[src/hdl/rrs_pkg.sv]
// Shared types, sizes and beat layout for the recency request stack.
`timescale 1ns / 1ps

package rrs_pkg;

    // Stack depth and longest path accepted on a push.
    localparam int CAPACITY = 16;
    localparam int MAX_PATH = 1024;

    // Field widths.
    localparam int GEN_W    = 32;
    localparam int INDEX_W  = 16;
    localparam int ASPECT_W = 64;
    localparam int PLEN_W   = 11;
    localparam int HANDLE_W = 32;

    // Fill count holds 0 to CAPACITY inclusive.
    localparam int FILL_W = $clog2(CAPACITY + 1);

    // Beat layout of tdata on both channels, lowest field first.
    localparam int GEN_LO    = 0;
    localparam int INDEX_LO  = GEN_LO + GEN_W;
    localparam int FOLDER_LO = INDEX_LO + INDEX_W;
    localparam int ASPECT_LO = FOLDER_LO + 1;
    localparam int PLEN_LO   = ASPECT_LO + ASPECT_W;
    localparam int HANDLE_LO = PLEN_LO + PLEN_W;
    localparam int FIELDS_W  = HANDLE_LO + HANDLE_W;
    localparam int TDATA_W   = ((FIELDS_W + 7) / 8) * 8;

    // Command carried on the input tuser.
    typedef enum logic {
        CMD_PUSH = 1'b0,
        CMD_TAKE = 1'b1
    } cmd_t;

    // One stored request.
    typedef struct packed {
        logic [INDEX_W-1:0]  index;
        logic                folder;
        logic [ASPECT_W-1:0] aspect;
        logic [PLEN_W-1:0]   path_length;
        logic [HANDLE_W-1:0] path_handle;
    } entry_t;

    // Control broadcast from the top level to every cell.
    typedef struct packed {
        logic               push;
        logic               pop;
        logic [INDEX_W-1:0] key;
    } cell_ctrl_t;

endpackage

[src/hdl/rrs_cell.sv]
// One storage cell of the request stack chain.
`timescale 1ns / 1ps

module rrs_cell
    import rrs_pkg::*;
(
    input  logic       aclk,
    input  cell_ctrl_t ctrl,
    input  logic       valid_i,   // cell lies below the fill count
    input  logic       hit_i,     // a newer cell already holds the key
    input  entry_t     newer_i,   // neighbour towards the top (or the new entry)
    input  entry_t     older_i,   // neighbour towards the bottom
    output entry_t     entry_o,
    output logic       hit_o
);

    entry_t entry_reg;
    entry_t entry_next;
    logic   match;

    // Key compare; the hit flag ripples towards the oldest cell.
    assign match   = valid_i && (entry_reg.index == ctrl.key);
    assign hit_o   = hit_i || match;
    assign entry_o = entry_reg;

    // A push moves every cell down to and including the duplicate; a take
    // moves every cell up by one.
    always_comb begin
        entry_next = entry_reg;
        if (ctrl.push && !hit_i) begin
            entry_next = newer_i;
        end else if (ctrl.pop) begin
            entry_next = older_i;
        end
    end

    always_ff @(posedge aclk) begin
        entry_reg <= entry_next;
    end

endmodule

[src/hdl/recency_request_stack.sv]
// Top level of the recency request stack: handshake, fill count and cell chain.
`timescale 1ns / 1ps

// Usage
// The slave channel takes one command per beat: s_tuser selects a push (0)
// or a take (1), and s_tdata carries the request. The master channel gives
// one result beat per command: m_tuser is the ok flag, m_tdata the taken
// entry (all zero after a push or a take from an empty stack).
// A push is kept only when its generation equals the generation register
// and its path length lies in 1 to MAX_PATH; a stored entry with the same
// item index is removed first, and when the stack is full the oldest entry
// is dropped. Writing cfg_wr_en/cfg_wr_data loads the generation register
// and empties the stack.
// The result beat of an accepted command is registered and appears in the cycle after it.
// Every cell compares and shifts in the same cycle, so a command is taken
// every cycle while the result register is free or being emptied.
// When the receiver stalls, the result waits in the output register and
// s_tready drops until it is taken.
// Reset empties the stack, clears the generation register and the output valid flag.
module recency_request_stack
    import rrs_pkg::*;
(
    input  logic               aclk,
    input  logic               aresetn,
    // Configuration
    input  logic               cfg_wr_en,
    input  logic [GEN_W-1:0]   cfg_wr_data,  // current_generation
    // Command channel
    input  logic               s_tvalid,
    output logic               s_tready,
    // tdata: req_generation, item_index, is_folder, aspect_bits,
    //        path_length, path_handle, zero padding
    input  logic [TDATA_W-1:0] s_tdata,
    input  logic               s_tuser,      // cmd
    // Result channel
    output logic               m_tvalid,
    input  logic               m_tready,
    // tdata: out_generation, out_index, out_folder, out_aspect_bits,
    //        out_path_length, out_path_handle, zero padding
    output logic [TDATA_W-1:0] m_tdata,
    output logic               m_tuser       // ok
);

    logic [GEN_W-1:0]   cur_gen_reg;
    logic [FILL_W-1:0]  fill_count_reg;
    logic [FILL_W-1:0]  fill_count_next;
    logic               m_tvalid_reg;
    logic               m_tvalid_next;
    logic [TDATA_W-1:0] m_tdata_reg;
    logic [TDATA_W-1:0] m_tdata_next;
    logic               m_tuser_reg;
    logic               m_tuser_next;

    logic               accept;
    cmd_t               cmd;
    logic [GEN_W-1:0]   req_gen;
    logic [PLEN_W-1:0]  req_plen;
    entry_t             new_entry;
    logic               push_ok;
    logic               take_ok;
    logic               hit_any;
    cell_ctrl_t         ctrl;

    entry_t             cell_entry [CAPACITY];
    logic               cell_hit   [CAPACITY];

    // Handshake: a new beat is taken while the result register is free
    // or emptying in this cycle.
    assign s_tready = !m_tvalid_reg || m_tready;
    assign accept   = s_tvalid && s_tready;
    assign m_tvalid = m_tvalid_reg;
    assign m_tdata  = m_tdata_reg;
    assign m_tuser  = m_tuser_reg;

    // Unpack the command beat.
    assign cmd                   = cmd_t'(s_tuser);
    assign req_gen               = s_tdata[GEN_LO +: GEN_W];
    assign req_plen              = s_tdata[PLEN_LO +: PLEN_W];
    assign new_entry.index       = s_tdata[INDEX_LO +: INDEX_W];
    assign new_entry.folder      = s_tdata[FOLDER_LO];
    assign new_entry.aspect      = s_tdata[ASPECT_LO +: ASPECT_W];
    assign new_entry.path_length = req_plen;
    assign new_entry.path_handle = s_tdata[HANDLE_LO +: HANDLE_W];

    // Push admission and take qualification.
    assign push_ok = accept && (cmd == CMD_PUSH) && (req_gen == cur_gen_reg)
                     && (req_plen != '0) && (32'(req_plen) <= 32'(MAX_PATH));
    assign take_ok = accept && (cmd == CMD_TAKE) && (fill_count_reg != '0);

    assign ctrl.push = push_ok;
    assign ctrl.pop  = take_ok;
    assign ctrl.key  = new_entry.index;

    // Chain of cells; cell 0 holds the newest entry.
    for (genvar k = 0; k < CAPACITY; k++) begin : g_cell
        localparam int OLDER = (k < CAPACITY - 1) ? k + 1 : k;

        entry_t newer;
        logic   hit_in;
        logic   valid;

        if (k == 0) begin : g_top
            assign newer  = new_entry;
            assign hit_in = 1'b0;
        end else begin : g_inner
            assign newer  = cell_entry[k-1];
            assign hit_in = cell_hit[k-1];
        end

        assign valid = fill_count_reg > FILL_W'(k);

        rrs_cell u_cell (
            .aclk    (aclk),
            .ctrl    (ctrl),
            .valid_i (valid),
            .hit_i   (hit_in),
            .newer_i (newer),
            .older_i (cell_entry[OLDER]),
            .entry_o (cell_entry[k]),
            .hit_o   (cell_hit[k])
        );
    end

    assign hit_any = cell_hit[CAPACITY-1];

    // Fill count: a duplicate or a full stack keeps the count on a push.
    always_comb begin
        fill_count_next = fill_count_reg;
        if (cfg_wr_en) begin
            fill_count_next = '0;
        end else if (push_ok) begin
            if (!hit_any && (fill_count_reg != FILL_W'(CAPACITY))) begin
                fill_count_next = fill_count_reg + FILL_W'(1);
            end
        end else if (take_ok) begin
            fill_count_next = fill_count_reg - FILL_W'(1);
        end
    end

    // Result beat: the newest entry on a successful take, else zeros.
    always_comb begin
        m_tvalid_next = m_tvalid_reg;
        m_tdata_next  = m_tdata_reg;
        m_tuser_next  = m_tuser_reg;
        if (accept) begin
            m_tvalid_next = 1'b1;
            m_tdata_next  = '0;
            m_tuser_next  = push_ok || take_ok;
            if (take_ok) begin
                m_tdata_next[GEN_LO +: GEN_W]       = cur_gen_reg;
                m_tdata_next[INDEX_LO +: INDEX_W]   = cell_entry[0].index;
                m_tdata_next[FOLDER_LO]             = cell_entry[0].folder;
                m_tdata_next[ASPECT_LO +: ASPECT_W] = cell_entry[0].aspect;
                m_tdata_next[PLEN_LO +: PLEN_W]     = cell_entry[0].path_length;
                m_tdata_next[HANDLE_LO +: HANDLE_W] = cell_entry[0].path_handle;
            end
        end else if (m_tready) begin
            m_tvalid_next = 1'b0;
        end
    end

    // Control registers.
    always_ff @(posedge aclk) begin
        if (!aresetn) begin
            cur_gen_reg    <= '0;
            fill_count_reg <= '0;
            m_tvalid_reg   <= 1'b0;
        end else begin
            if (cfg_wr_en) begin
                cur_gen_reg <= cfg_wr_data;
            end
            fill_count_reg <= fill_count_next;
            m_tvalid_reg   <= m_tvalid_next;
        end
    end

    // Result payload.
    always_ff @(posedge aclk) begin
        m_tdata_reg <= m_tdata_next;
        m_tuser_reg <= m_tuser_next;
    end

    // The fill count never passes the capacity.
    a_fill_bound: assert property (@(posedge aclk) disable iff (!aresetn)
        fill_count_reg <= FILL_W'(CAPACITY))
        else $error("fill count above capacity");

    // A generation write empties the stack.
    a_cfg_empties: assert property (@(posedge aclk) disable iff (!aresetn)
        cfg_wr_en |=> (fill_count_reg == '0))
        else $error("stack not empty after generation write");

    // A take from an empty stack reports not ok.
    a_take_empty: assert property (@(posedge aclk) disable iff (!aresetn)
        (accept && (cmd == CMD_TAKE) && (fill_count_reg == '0))
        |=> (m_tvalid && !m_tuser))
        else $error("take from empty stack reported ok");

    // A rejected push leaves the stack depth unchanged.
    a_reject_holds: assert property (@(posedge aclk) disable iff (!aresetn)
        (accept && (cmd == CMD_PUSH) && !push_ok && !cfg_wr_en)
        |=> $stable(fill_count_reg))
        else $error("rejected push changed the stack");

    // Every accepted command leaves a result beat behind.
    a_result_follows: assert property (@(posedge aclk) disable iff (!aresetn)
        accept |=> m_tvalid)
        else $error("accepted command produced no result");

endmodule
[config.mk]
export PLATFORM = sky130hd
export DESIGN_NAME = recency_request_stack
export DESIGN_NICKNAME = d
export VERILOG_FILES = /design/src/hdl/rrs_pkg.sv /design/src/hdl/rrs_cell.sv /design/src/hdl/recency_request_stack.sv
export SDC_FILE = /design/constraint.sdc
export NUM_CORES = 2
export LEC_CHECK = 0
export ABC_AREA = 1
export BUFFER_PORTS_ARGS = -buffer_cell sky130_fd_sc_hd__buf_2
export CAP_MARGIN = 10
export CELL_PAD_IN_SITES_DETAIL_PLACEMENT = 0
export CELL_PAD_IN_SITES_GLOBAL_PLACEMENT = 1
export CORE_MARGIN = 1
export CORE_UTILIZATION = 41
export DETAILED_ROUTE_END_ITERATION = 12
export PLACE_DENSITY = 0.65
export SLEW_MARGIN = 5
export SYNTH_ARGS = -nofsm -noshare
export SYNTH_HDL_FRONTEND = slang
export SYNTH_SLANG_ARGS = --single-unit
[constraint.sdc]
create_clock -name aclk -period 11.9 [get_ports aclk]
set_input_delay 1.785 -clock aclk [delete_from_list [all_inputs] [get_ports aclk]]
set_output_delay 1.785 -clock aclk [all_outputs]
set_load 0.02 [all_outputs]
==> metrics.md <==
| Metric | Value |
|---|---|
| Syn Std Cell Area | 95,300 um^2 |
| Post-CTS resize count | 0 |
| Adder-cell area share of the yosys netlist | 0.0788% |
| Global-route wire length before repair | 406,000 um |
| Pwr Density | 145 nW/um^2 |
| Top cell family by delay on the critical path | simple AND/OR/NAND/NOR gates |
| Synth unique cells | 50 |
| Clock Latency Late Sink | 0.90 ns |
| R2R Path End | g_cell[11].u_cell.entry_o[88] |
| Num CTS Buffers | 227 |
| DR vias | 58,400 |
| CP startpoint | s_tdata[33] |
| WS Path Type | input pin to flip-flop |
| XOR/XNOR Fraction of Synth Area | 1.44% |
| Area leader, netlist | edfxtp_1 |
| Drt total wl | 276,000 um |
| WP depth | 18 |
| Count of input and output buffers | 352 |
| Largest net degree at the start of global routing | 121 |
| MaxCap Viol Count | 0 |
| Final worst path period share | 61.1% |
| Overall die width | 484 um |
| Synth Instances | 7,391 |
| Number of synthesized flops with an enable pin | 2,141 |
| Total Routing Usage GR | 23.3% |
| Flop-to-flop setup slack | 5.61 ns |
| # setup viols final | 0 |
| Startpoint types | input pin |
| Die Y | 484 um |
| Most common cell after layout, fill and taps aside | nand2_1 |
| Fill cell total of the finished layout | 20,900 |
| Compound-cell area share of the yosys netlist | 1.90% |
| DR top layer | met4 |
| Largest family of logic cells by synthesized area | multiplexers |
| DP Wirelength | 162,000 um |
| Critical Path RT | 12.40 ns |
| WL met3 | 14,600 um |
| Vias in the first global route | 59,300 |
| CP Capture Type | flip-flop |
| Worst-path cell chain | buf_2 -> inv_1 -> nand2_1 -> nand2_1 -> nand3_1 -> nor2_1 -> nand3_1 -> nand2_1 -> inv_2 -> nand2_1 -> nor3_1 -> nand3_1 -> nor3_2 -> nand3_1 -> nor2_1 -> nand2_1 -> nand2_4 -> buf_4 |
| Status | complete, no violations |
| # DRC | 0 |
| CTS tree | built |
| Yosys top cell area share | 67.5% |
| Post-CTS setup buffers | 0 |
| Fraction of registers with async set/reset | 0% |
| Slew @ Worst Pin | 1.15 ns |
| Pins Over Slew Limit | 0 |
| Max Root-Sink Buffers | 3 |
| Starting Density | 41.3% |
| RSZ-0062 raised after global routing | no |
| Root Driver | clkbuf_16 |
| Min-Delay Path Class | flip-flop to flip-flop |
| Placeable Area | 231,000 um^2 |
| Clock skew | 0.0749 ns |
| Mux cell area share after synthesis | 13.0% |
| Yosys reg bits | 2,179 |
| Mean routed wirelength per cell | 25.2 um |
| Max incr delay on CP | 0.90 ns |
| Met2 WL | 128,000 um |
| Crit Path Max Fanout | 50 |
| Sequential element share of the synthesized area | 68.3% |
| Met1 WL | 127,000 um |
| Most frequent cells in the layout | 2,197 x nand2_1, 2,141 x edfxtp_1, 915 x mux2_2 |
| Hold_buf cts | 0 |
| H-tree levels | 4 |
| Top cells by area, synth | edfxtp_1 67%, mux2_2 11%, nand2_1 8.7% |
| Buf+Inv Stages, Crit Path | 4 |
| Final Util | 46.7% |
| Crit path arrival time | 7.78 ns |
| Initial antenna violation count | 6 |
| Routed vias/inst | 5.35 |
| R2R cell count | 17 |
| Prevailing post-synth register cell | edfxtp_1 |
| CP endpoint | g_cell[12].u_cell.entry_o[12] |
| # nets final | 7,913 |
| Die area | 234,000 um^2 |
| Final worst path period need | 7.27 ns |
| Site Rows | 176 |
| Sink Count | 2,179 |
| Relative slew slack | 23.0% |
| ANT nets after route | 0 |
| VDD IR max | 0.000127 V |
| Pleak | 40.3 nW |
| Crit-path slowest cell | nand2_4 |
| Boundary Pins | 361 |
| Share of layout cells above drive strength 1 | 23.3% |
| Synth Area in Simple Gates | 12.2% |
| First drt pass iteration count | 8 |
| Fmax | 137 MHz |
| Yosys warns | 0 |
| Hold Fails Final Rpt | 0 |
| Area Growth Syn to Fin | 13.0% |
| Clk slew on worst S/H paths | 0.06 ns |
| Drt initial violations | 4,874 |
| Flip-flop count of the largest register after layout | 1,984 |
| RR Startpoint | cur_gen_reg[14] |
| GR Overflow Total | 0 |
| Most used cell, CP | nand2_1 |
| Post-Syn Area per Cell | 12.9 um^2 |
| Final weighted congestion in routability-driven placement | 0.898 |
| Fin Setup TNS | 0 ns |
-- stage by stage --
stage / instances / area, um^2 / hold WS, ns / worst slack (ns) / total power [W]
after floorplan: 7394 / 95300 / 0.420 / 2.16 / 0.00868
after global placement: 10500 / 100000 / 0.432 / 3.94 / 0.00881
after detailed placement: 10500 / 100000 / 0.429 / 3.88 / 0.00881
after CTS: 10900 / 108000 / 0.419 / 4.82 / 0.0158
after global routing: 10900 / 108000 / 0.440 / 4.44 / 0.0161
final: 10900 / 108000 / 0.423 / 4.63 / 0.0156
-- per-layer routing --
layer  vias to the layer above  track usage [%]
li1                      26500                -
met1                     29800             33.3
met2                      1766             37.3
met3                       355             2.99
met4                         0             6.02
met5                         -                0
-- cells in the mapped netlist, types with 72 or more instances --
| cell | instances |
|---|---|
| nor2_1 | 413 |
| mux2_2 | 915 |
| nand2_1 | 2216 |
| xor2_1 | 117 |
| nand4_1 | 72 |
| buf_2 | 100 |
| clkbuf_1 | 202 |
| edfxtp_1 | 2141 |
| o21ai_0 | 233 |
| a21oi_1 | 93 |
| inv_1 | 310 |
| mux2_4 | 91 |
-- cell families (layout without fill, tap and decap cells) --
family | count (synthesis) | in the layout
flip-flops | 2179 | 2179
other | 1 | 11
buffers and inverters | 709 | 1211
AO/OA/AOI/OAI | 352 | 352
adder cells (fa/ha/maj) | 6 | 6
multiplexers | 1068 | 1068
AND/OR/NAND/NOR | 2919 | 2919
XOR/XNOR | 157 | 157
-- how the worst min path moves through the flow --
stage,to,cells after the start,slack [ns],startpoint
floorplan,g_cell[15].u_cell.entry_o[0],0,0.42,g_cell[14].u_cell.entry_o[0]
global placement,g_cell[15].u_cell.entry_o[37],0,0.43,g_cell[14].u_cell.entry_o[37]
detailed placement,g_cell[15].u_cell.entry_o[6],0,0.43,g_cell[14].u_cell.entry_o[6]
CTS,g_cell[15].u_cell.entry_o[30],0,0.42,g_cell[14].u_cell.entry_o[30]
global route,g_cell[15].u_cell.entry_o[30],0,0.44,g_cell[14].u_cell.entry_o[30]
finish,g_cell[15].u_cell.entry_o[30],0,0.42,g_cell[14].u_cell.entry_o[30]
-- worst reg2reg max path: stages (launching register included) --
cell	delay, ns
dfxtp_1	0.32
xnor2_1	0.52
nand3_1	0.13
nor2_1	0.15
nand4_1	0.11
nor2_1	0.38
nand2_4	0.54
nor2_4	0.48
inv_4	0.24
nor2_4	0.22
nand4_1	0.27
nor2_4	0.25
nand4_1	0.23
nor2_4	0.26
buf_4	0.82
buf_4	0.96
nand2_1	0.18
nand2_1	0.11
-- area by class of cell --
| type | instances | area [um^2] | share of cell area [%] |
|---|---|---|---|
| Antenna cell | 7 | 17.5 | 0.0163 |
| Clock buffer | 290 | 5960 | 5.53 |
| Clock inverter | 126 | 1290 | 1.20 |
| Inverter | 354 | 1340 | 1.25 |
| Multi-Input combinational cell | 4506 | 27500 | 25.6 |
| Sequential cell | 2179 | 65100 | 60.4 |
| Tap cell | 3026 | 3790 | 3.52 |
| Timing Repair Buffer | 441 | 2660 | 2.47 |
-- power by group --
part / total [W] / switching [W] / internal [W]
combinational: 0.000304 / 0.000218 / 0.0000855
sequential: 0.00835 / 0.0000123 / 0.00834
clock: 0.00699 / 0.00312 / 0.00388
total: 0.0156 / 0.00335 / 0.0123
Note: power is estimated with default switching activity, not from simulation.
